$ cat config.mk
export PLATFORM = sky130hd
export DESIGN_NAME = begin_end_statistics_accumulator_unit
export DESIGN_NICKNAME = d
export VERILOG_FILES = /design/src/sv/besa_pkg.sv /design/src/sv/besa_decode.sv /design/src/sv/besa_accum.sv /design/src/sv/besa_square.sv /design/src/sv/begin_end_statistics_accumulator_unit.sv
export SDC_FILE = /design/constraint.sdc
export NUM_CORES = 2
export LEC_CHECK = 0
export BUFFER_PORTS_ARGS = -buffer_cell sky130_fd_sc_hd__buf_2
export CAP_MARGIN = 20
export CORE_ASPECT_RATIO = 1.75
export CORE_MARGIN = 1
export CORE_UTILIZATION = 30
export CTS_CLUSTER_DIAMETER = 150
export DETAILED_ROUTE_END_ITERATION = 8
export PLACE_DENSITY_LB_ADDON = 0.12
export REMOVE_ABC_BUFFERS = 1
export SETUP_SLACK_MARGIN = 0.05
export SLEW_MARGIN = 30
export SYNTH_ARGS = -nofsm -noshare
export SYNTH_HDL_FRONTEND = slang
export SYNTH_SLANG_ARGS = --single-unit
$ cat constraint.sdc
create_clock -name clk -period 11.1 [get_ports clk]
set_input_delay 2.22 -clock clk [delete_from_list [all_inputs] [get_ports clk]]
set_output_delay 2.22 -clock clk [all_outputs]
set_load 0.02 [all_outputs]
$ cat src/sv/besa_pkg.sv
// Shared types and constants for the begin/end statistics accumulator.
// Used by every module of the block; depends on nothing else.
package besa_pkg;

  localparam int WORD_W = 64;
  localparam int HALF_W = WORD_W / 2;
  localparam int MODE_W = 2;
  localparam int ERR_W  = 3;

  localparam logic [WORD_W-1:0] WORD_MAX = '1;

  typedef enum logic [MODE_W-1:0] {
    MODE_BEGIN = 2'd0,
    MODE_END   = 2'd1,
    MODE_ASIS  = 2'd2,
    MODE_BAD   = 2'd3
  } mode_t;

  typedef enum logic [ERR_W-1:0] {
    ERR_OK            = 3'd0,
    ERR_BEGIN_PENDING = 3'd1,
    ERR_NO_START      = 3'd2,
    ERR_END_BELOW     = 3'd3,
    ERR_MIXED         = 3'd4,
    ERR_BAD_MODE      = 3'd5
  } err_t;

  // Decoded item: the value to accumulate and whether it counts.
  typedef struct packed {
    logic [WORD_W-1:0] value;
    logic              acc;
    err_t              err;
  } s1_pkt_t;

  // Square partial products: low half squared and the low bits of low*high.
  typedef struct packed {
    logic [WORD_W-1:0] sq_lo;
    logic [HALF_W-1:0] sq_cross;
    logic              acc;
    err_t              err;
  } s2_pkt_t;

  typedef struct packed {
    logic [WORD_W-1:0] cnt;
    logic [WORD_W-1:0] sum;
    logic [WORD_W-1:0] vmin;
    logic [WORD_W-1:0] vmax;
  } stats_t;

endpackage

$ cat src/sv/besa_decode.sv
// First stage: checks the mode against the pending start reading and
// produces the value to accumulate. Depends on besa_pkg.
module besa_decode
  import besa_pkg::*;
(
  input  logic              clk,
  input  logic              rst_n,
  input  logic              load,
  input  mode_t             mode,
  input  logic [WORD_W-1:0] sample,
  output s1_pkt_t           pkt_r
);

  logic              pending_r, pending_nxt;
  logic [WORD_W-1:0] start_r, start_nxt;
  logic [WORD_W:0]   diff_ext;
  s1_pkt_t           pkt_nxt;

  // The borrow out of the wide subtraction flags an end below its start.
  assign diff_ext = {1'b0, sample} - {1'b0, start_r};

  always_comb begin
    pending_nxt   = pending_r;
    start_nxt     = start_r;
    pkt_nxt.value = sample;
    pkt_nxt.acc   = 1'b0;
    pkt_nxt.err   = ERR_OK;
    unique case (mode)
      MODE_BEGIN: begin
        if (pending_r) begin
          pkt_nxt.err = ERR_BEGIN_PENDING;
        end else begin
          pending_nxt = 1'b1;
          start_nxt   = sample;
        end
      end
      MODE_END: begin
        if (!pending_r) begin
          pkt_nxt.err = ERR_NO_START;
        end else if (diff_ext[WORD_W]) begin
          pkt_nxt.err = ERR_END_BELOW;
        end else begin
          pending_nxt   = 1'b0;
          pkt_nxt.acc   = 1'b1;
          pkt_nxt.value = diff_ext[WORD_W-1:0];
        end
      end
      MODE_ASIS: begin
        if (pending_r || (start_r != '0)) begin
          pkt_nxt.err = ERR_MIXED;
        end else begin
          pkt_nxt.acc = 1'b1;
        end
      end
      default: begin
        pkt_nxt.err = ERR_BAD_MODE;
      end
    endcase
  end

  always_ff @(posedge clk) begin
    if (!rst_n) begin
      pending_r <= 1'b0;
      start_r   <= '0;
    end else if (load) begin
      pending_r <= pending_nxt;
      start_r   <= start_nxt;
    end
  end

  always_ff @(posedge clk) begin
    if (load) begin
      pkt_r <= pkt_nxt;
    end
  end

`ifndef SYNTH
  // A rejected item must never reach the accumulators.
  a_acc_only_ok: assert property (@(posedge clk) disable iff (!rst_n)
    pkt_r.acc |-> (pkt_r.err == ERR_OK))
    else $error("decode marked an erroneous item for accumulation");

  // An accepted end item always clears the pending start.
  a_end_clears: assert property (@(posedge clk) disable iff (!rst_n)
    load && (mode == MODE_END) && pkt_nxt.acc |=> !pending_r)
    else $error("accepted end left a start pending");
`endif

endmodule

$ cat src/sv/besa_accum.sv
// Second stage: count, sum, minimum and maximum accumulators, and the two
// partial products of the square, 64 and 32 bits wide. Depends on besa_pkg.
module besa_accum
  import besa_pkg::*;
(
  input  logic    clk,
  input  logic    rst_n,
  input  logic    load,
  input  s1_pkt_t pkt,
  output s2_pkt_t pkt_r,
  output stats_t  stats_r
);

  logic [HALF_W-1:0] lo_half;
  logic [HALF_W-1:0] hi_half;
  s2_pkt_t           pkt_nxt;
  stats_t            stats_nxt;

  assign lo_half = pkt.value[HALF_W-1:0];
  assign hi_half = pkt.value[WORD_W-1:HALF_W];

  // Only the low word of the square is kept, so the high*high term drops
  // out and the cross term needs just its low half.
  always_comb begin
    pkt_nxt.sq_lo    = {{HALF_W{1'b0}}, lo_half} * {{HALF_W{1'b0}}, lo_half};
    pkt_nxt.sq_cross = lo_half * hi_half;
    pkt_nxt.acc      = pkt.acc;
    pkt_nxt.err      = pkt.err;
  end

  always_comb begin
    stats_nxt      = stats_r;
    stats_nxt.cnt  = stats_r.cnt + WORD_W'(1);
    stats_nxt.sum  = stats_r.sum + pkt.value;
    if (pkt.value < stats_r.vmin) begin
      stats_nxt.vmin = pkt.value;
    end
    if (pkt.value > stats_r.vmax) begin
      stats_nxt.vmax = pkt.value;
    end
  end

  always_ff @(posedge clk) begin
    if (!rst_n) begin
      stats_r.cnt  <= '0;
      stats_r.sum  <= '0;
      stats_r.vmin <= WORD_MAX;
      stats_r.vmax <= '0;
    end else if (load && pkt.acc) begin
      stats_r <= stats_nxt;
    end
  end

  always_ff @(posedge clk) begin
    if (load) begin
      pkt_r <= pkt_nxt;
    end
  end

`ifndef SYNTH
  a_cnt_step: assert property (@(posedge clk)
    rst_n && $past(rst_n) |->
      (stats_r.cnt == $past(stats_r.cnt)) ||
      (stats_r.cnt == $past(stats_r.cnt) + WORD_W'(1)))
    else $error("sample count moved by more than one");

  a_min_le_max: assert property (@(posedge clk) disable iff (!rst_n)
    (stats_r.cnt != '0) |-> (stats_r.vmin <= stats_r.vmax))
    else $error("minimum above maximum after accumulation");
`endif

endmodule

$ cat src/sv/besa_square.sv
// Third stage: sum of squares accumulator and the result register.
// Depends on besa_pkg.
module besa_square
  import besa_pkg::*;
(
  input  logic              clk,
  input  logic              rst_n,
  input  logic              load,
  input  s2_pkt_t           pkt,
  input  stats_t            stats,
  output stats_t            out_stats_r,
  output logic [WORD_W-1:0] sq_sum_r,
  output err_t              out_err_r
);

  logic [WORD_W-1:0] sq_sum_nxt;

  // square mod 2^64 = lo*lo + 2*(lo*hi mod 2^32) * 2^32
  assign sq_sum_nxt = sq_sum_r + pkt.sq_lo
                    + {pkt.sq_cross[HALF_W-2:0], {(HALF_W+1){1'b0}}};

  // The accumulator changes only when the result register loads, so it
  // doubles as the square_sum field of the result.
  always_ff @(posedge clk) begin
    if (!rst_n) begin
      sq_sum_r <= '0;
    end else if (load && pkt.acc) begin
      sq_sum_r <= sq_sum_nxt;
    end
  end

  always_ff @(posedge clk) begin
    if (load) begin
      out_stats_r <= stats;
      out_err_r   <= pkt.err;
    end
  end

endmodule

$ cat src/sv/begin_end_statistics_accumulator_unit.sv
// Begin/end statistics accumulator, top level with stream ports.
// Stages, all registered: decode, accumulate with square partial products,
// and square sum with result. Throughput: one item per cycle while results
// are taken without a stall; each stage holds one item and advances whenever
// the stage after it is empty or moving, so bubbles are squeezed out.
// Reset (rst_n low, synchronous) empties the pipeline, clears the pending start
// and all sums, and sets the minimum to all ones.
module begin_end_statistics_accumulator_unit
  import besa_pkg::*;
(
  input  logic                clk,
  input  logic                rst_n,
  // Input channel.
  input  logic                in_tvalid,
  output logic                in_tready,
  input  logic [WORD_W-1:0]   in_tdata,   // [63:0] sample_value
  input  logic [MODE_W-1:0]   in_tuser,   // [1:0] mode
  // Result channel.
  output logic                out_tvalid,
  input  logic                out_tready,
  output logic [5*WORD_W-1:0] out_tdata,  // [63:0] sample_count, [127:64] value_sum,
                                          // [191:128] value_min, [255:192] value_max,
                                          // [319:256] square_sum
  output logic [ERR_W-1:0]    out_tuser   // [2:0] error_code
);

  logic    s1_v_r, s2_v_r, out_v_r;
  logic    out_free, s2_mv, s2_free, s1_mv, in_acc;
  s1_pkt_t s1_pkt;
  s2_pkt_t s2_pkt;
  stats_t  acc_stats;
  stats_t  out_stats;
  logic [WORD_W-1:0] sq_sum;
  err_t    out_err;

  // Each stage moves forward when its successor has room this cycle.
  assign out_free  = !out_v_r || out_tready;
  assign s2_mv     = s2_v_r && out_free;
  assign s2_free   = !s2_v_r || s2_mv;
  assign s1_mv     = s1_v_r && s2_free;
  assign in_tready = !s1_v_r || s1_mv;
  assign in_acc    = in_tvalid && in_tready;

  always_ff @(posedge clk) begin
    if (!rst_n) begin
      s1_v_r  <= 1'b0;
      s2_v_r  <= 1'b0;
      out_v_r <= 1'b0;
    end else begin
      if (in_tready) begin
        s1_v_r <= in_tvalid;
      end
      if (s2_free) begin
        s2_v_r <= s1_v_r;
      end
      if (out_free) begin
        out_v_r <= s2_v_r;
      end
    end
  end

  // Mode checks and start tracking happen as the item is accepted.
  besa_decode u_decode (
    .clk    (clk),
    .rst_n  (rst_n),
    .load   (in_acc),
    .mode   (mode_t'(in_tuser)),
    .sample (in_tdata),
    .pkt_r  (s1_pkt)
  );

  // Count, sum, min and max update as the item leaves the first stage.
  besa_accum u_accum (
    .clk     (clk),
    .rst_n   (rst_n),
    .load    (s1_mv),
    .pkt     (s1_pkt),
    .pkt_r   (s2_pkt),
    .stats_r (acc_stats)
  );

  // The sum of squares and the result register load together; the
  // statistics snapshot taken here already includes this item.
  besa_square u_square (
    .clk         (clk),
    .rst_n       (rst_n),
    .load        (s2_mv),
    .pkt         (s2_pkt),
    .stats       (acc_stats),
    .out_stats_r (out_stats),
    .sq_sum_r    (sq_sum),
    .out_err_r   (out_err)
  );

  assign out_tvalid = out_v_r;
  assign out_tdata  = {sq_sum, out_stats.vmax, out_stats.vmin, out_stats.sum, out_stats.cnt};
  assign out_tuser  = out_err;

`ifndef SYNTH
  // Input can only be held off by a full pipeline behind a stalled result.
  a_stall_cause: assert property (@(posedge clk) disable iff (!rst_n)
    !in_tready |-> (s1_v_r && s2_v_r && out_v_r && !out_tready))
    else $error("input stalled while the pipeline had room");
`endif

endmodule

==> impl_metrics.yaml <==
clock_tree:
  clockBufferDepth: 3
  clk_pin_slew_ns: 0.07
  clk_latency_ns: 0.75
  h-tree-depth: 3
  cts_root_buffer: "clkbuf_16"
  post_cts_resized: 0
  cts_tree: "yes"
  ctsHoldBuffers: 0
  cts_setup_buffers: 0
  cts_sinks: 813
  cts_buffers: 94
timing:
  fin_crit_ns: 9.51
  max_slew_margin_pct: 27.0
  clock_skew_ns: 0.0631
  fin_crit_sh_pct: 85.7
  finalSetupViolCount: 0
  tightestPinTransition_ns: 1.09
  report.final.slew_viol_count: 0
  max_freq_ghz: 0.105
  hold_viol: 0
  rsz0062_at_grt: "false"
worst_setup_path:
  end_kind: "flop"
  crit_fanout: 13
  crit_type: "flop to flop"
  arrival_ns: 10.00
  startpoint_type: "flop"
  crit_required_ns: 11.59
layout:
  fin_util_pct: 33.8
  n_fill_cell: 29400
  fin_nets: 11300
  area_delta_synth_final_pct: 12.0
  drive_above_1_share_pct: 8.45
routing:
  wl_per_cell_microns: 24.3
  drtPass1Iterations: 5
  vias: 63200
  routed_via_density: 4.81
  wl_microns: 320000
  met1_length_microns: 108000
  final_antenna_net_count: 0
  drtIter0Drc: 2947
  route.detailed.drc: 0
  wl_met3_microns: 10800
  routed.top_layer: "met4"
  route.met2.wl_microns: 177000
die:
  core_sq_mm: 0.284
  start_util_pct: 30.2
  die_h_microns: 709
  die_area_sq_mm: 0.288
  pin_count: 395
  num_rows: 259
  fp.dieW_microns: 406
status:
  status: "complete, no violations"
synth:
  ys_seq_elements: 813
  syn_inst: 8980
  yosysMostFrequentCell: "inv_1"
  synth_common_cells: "inv_1 (1672), fa_1 (1204), nand2_1 (1198), ha_1 (764), edfxtp_1 (425)"
  avgSynthCellArea_sq_um: 9.55
  synth_top_area_share_pct: 28.1
  seq_area_frac_synth_pct: 23.9
  yosysUniqueCellTypes: 75
  synth_warnings: 0
  async_reset_ff_share_pct: 0
  synthesis.area_sq_mm: 0.0858
  yosysTopAreaCell: "fa_1"
  synth.area.top_cells: "fa_1 (28%), edfxtp_1 (15%), ha_1 (11%), dfxtp_1 (9.1%), inv_1 (7.3%)"
  synth-main-ff-cell: "edfxtp_1"
  synth_edf_count: 425
grt:
  antenna_found_initial: 21
  grt.total_usage_pct: 22.2
  grt_pass1_vias: 69600
  grt_pass1_wl_microns: 462000
  grt_max_degree: 130
  grt_overflow: 0
placed_design:
  place_hpwl_microns: 255000
  port-buffer-count: 394
  gp_congestion: 0.895
hold_path:
  hold_path.class: "flop to flop"
flow_run:
  maxCapViolCount: 0
==> registers in the layout, summed over array words and instances (netlist names) <==
signal and count:
u_square.sq_sum_r 64, u_accum.pkt_r 98, u_decode.start_r 64, u_square.out_stats_r 256, u_accum.stats_r 256, u_decode.pkt_r 68
s1_v_r 1, out_tvalid 1, u_decode.pending_r 1, s2_v_r 1, u_square.out_err_r 3
==> final timing paths <==
kind / from / slack [ns] / cells past startpoint / to
setup / recovery: u_decode.pkt_r[13] / 1.59 / 25 / u_accum.pkt_r[99]
hold / removal: u_decode.pkt_r[0] / 0.42 / 0 / u_accum.pkt_r[0]
setup reg to reg: u_decode.pkt_r[13] / 1.59 / 25 / u_accum.pkt_r[99]
hold reg to reg: u_decode.pkt_r[0] / 0.42 / 0 / u_accum.pkt_r[0]
==> cell type report <==
cell class,count,area [sq um],area share (%)
Antenna cell,14,35.0,0.0365
Clock buffer,107,2510,2.61
Clock inverter,71,1000,1.04
Inverter,1674,6290,6.54
Multi-Input combinational cell,6100,57600,59.9
Sequential cell,813,20500,21.4
Tap cell,3784,4730,4.93
Timing Repair Buffer,560,3430,3.57
==> cell usage in the layout (no fill, tap or decap), drive strengths merged, types with 47 or more instances in the layout <==
master and instances:
a21boi 84, a21o 234, a21oi 390, and2 391
buf 559, clkbuf 108, dfxtp 388, edfxtp 425
fa 1204, ha 764, inv 1685, mux2i 117
nand2 1198, nand2b 47, nand3 83, nand4 86
nor2 242, nor2b 87, o21ai 276, o21bai 58
xnor2 255, xor2 154
==> per-layer routing <==
metal | global-route usage (%) | up-vias
met5 | 0 | -
met4 | 14.1 | 0
met3 | 2.28 | 601
met2 | 43.4 | 1419
met1 | 21.8 | 32100
li1 | - | 29100
==> per-stage QoR <==
stage | instance area (sq um) | setup WS [ns] | hold slack [ns] | cells | setup TNS (ns)
finish | 96100 | 1.59 | 0.423 | 13100 | 0
CTS | 96000 | 1.57 | 0.422 | 13100 | 0
floorplan | 84300 | -3.15 | 0.400 | 8587 | -253.28
global route | 96100 | 1.28 | 0.440 | 13100 | 0
global placement | 92400 | 1.60 | 0.405 | 12900 | 0
detailed placement | 92500 | 1.54 | 0.406 | 12900 | 0
==> cells by family (layout without fill, tap and decap cells) <==
logic type | Yosys count | in the layout | share of synthesized area [%]
other cells | 1 | 16 | 0.00437
fa+ha+maj | 1968 | 1968 | 39.2
mux | 124 | 124 | 1.47
simple gates | 2303 | 2303 | 12.5
flops | 813 | 813 | 23.9
xor+xnor | 409 | 409 | 4.18
buf+inv | 2068 | 2412 | 9.07
compound gates | 1294 | 1294 | 9.60
==> critical path, stage by stage, from the launching register on <==
cell      delay [ns]
edfxtp_1        0.97
inv_1           0.59
nor2_1          0.48
fa_1            0.52
fa_1            0.53
inv_1           0.06
fa_1            0.48
inv_1           0.05
fa_1            0.50
inv_1           0.06
fa_1            0.53
inv_1           0.05
fa_1            0.49
fa_1            0.42
ha_1            0.41
and4_1          0.25
nand2_1         0.06
o211ai_1        0.72
nand3_1         0.23
o211a_1         0.32
and3_1          0.25
o21ai_0         0.50
a41oi_1         0.32
o21ai_0         0.23
a21oi_1         0.10
xnor2_1         0.12
Power is left out: the tool's default activity adds up to more than one toggle a clock period on the data nets, which glitch-free logic cannot reach.
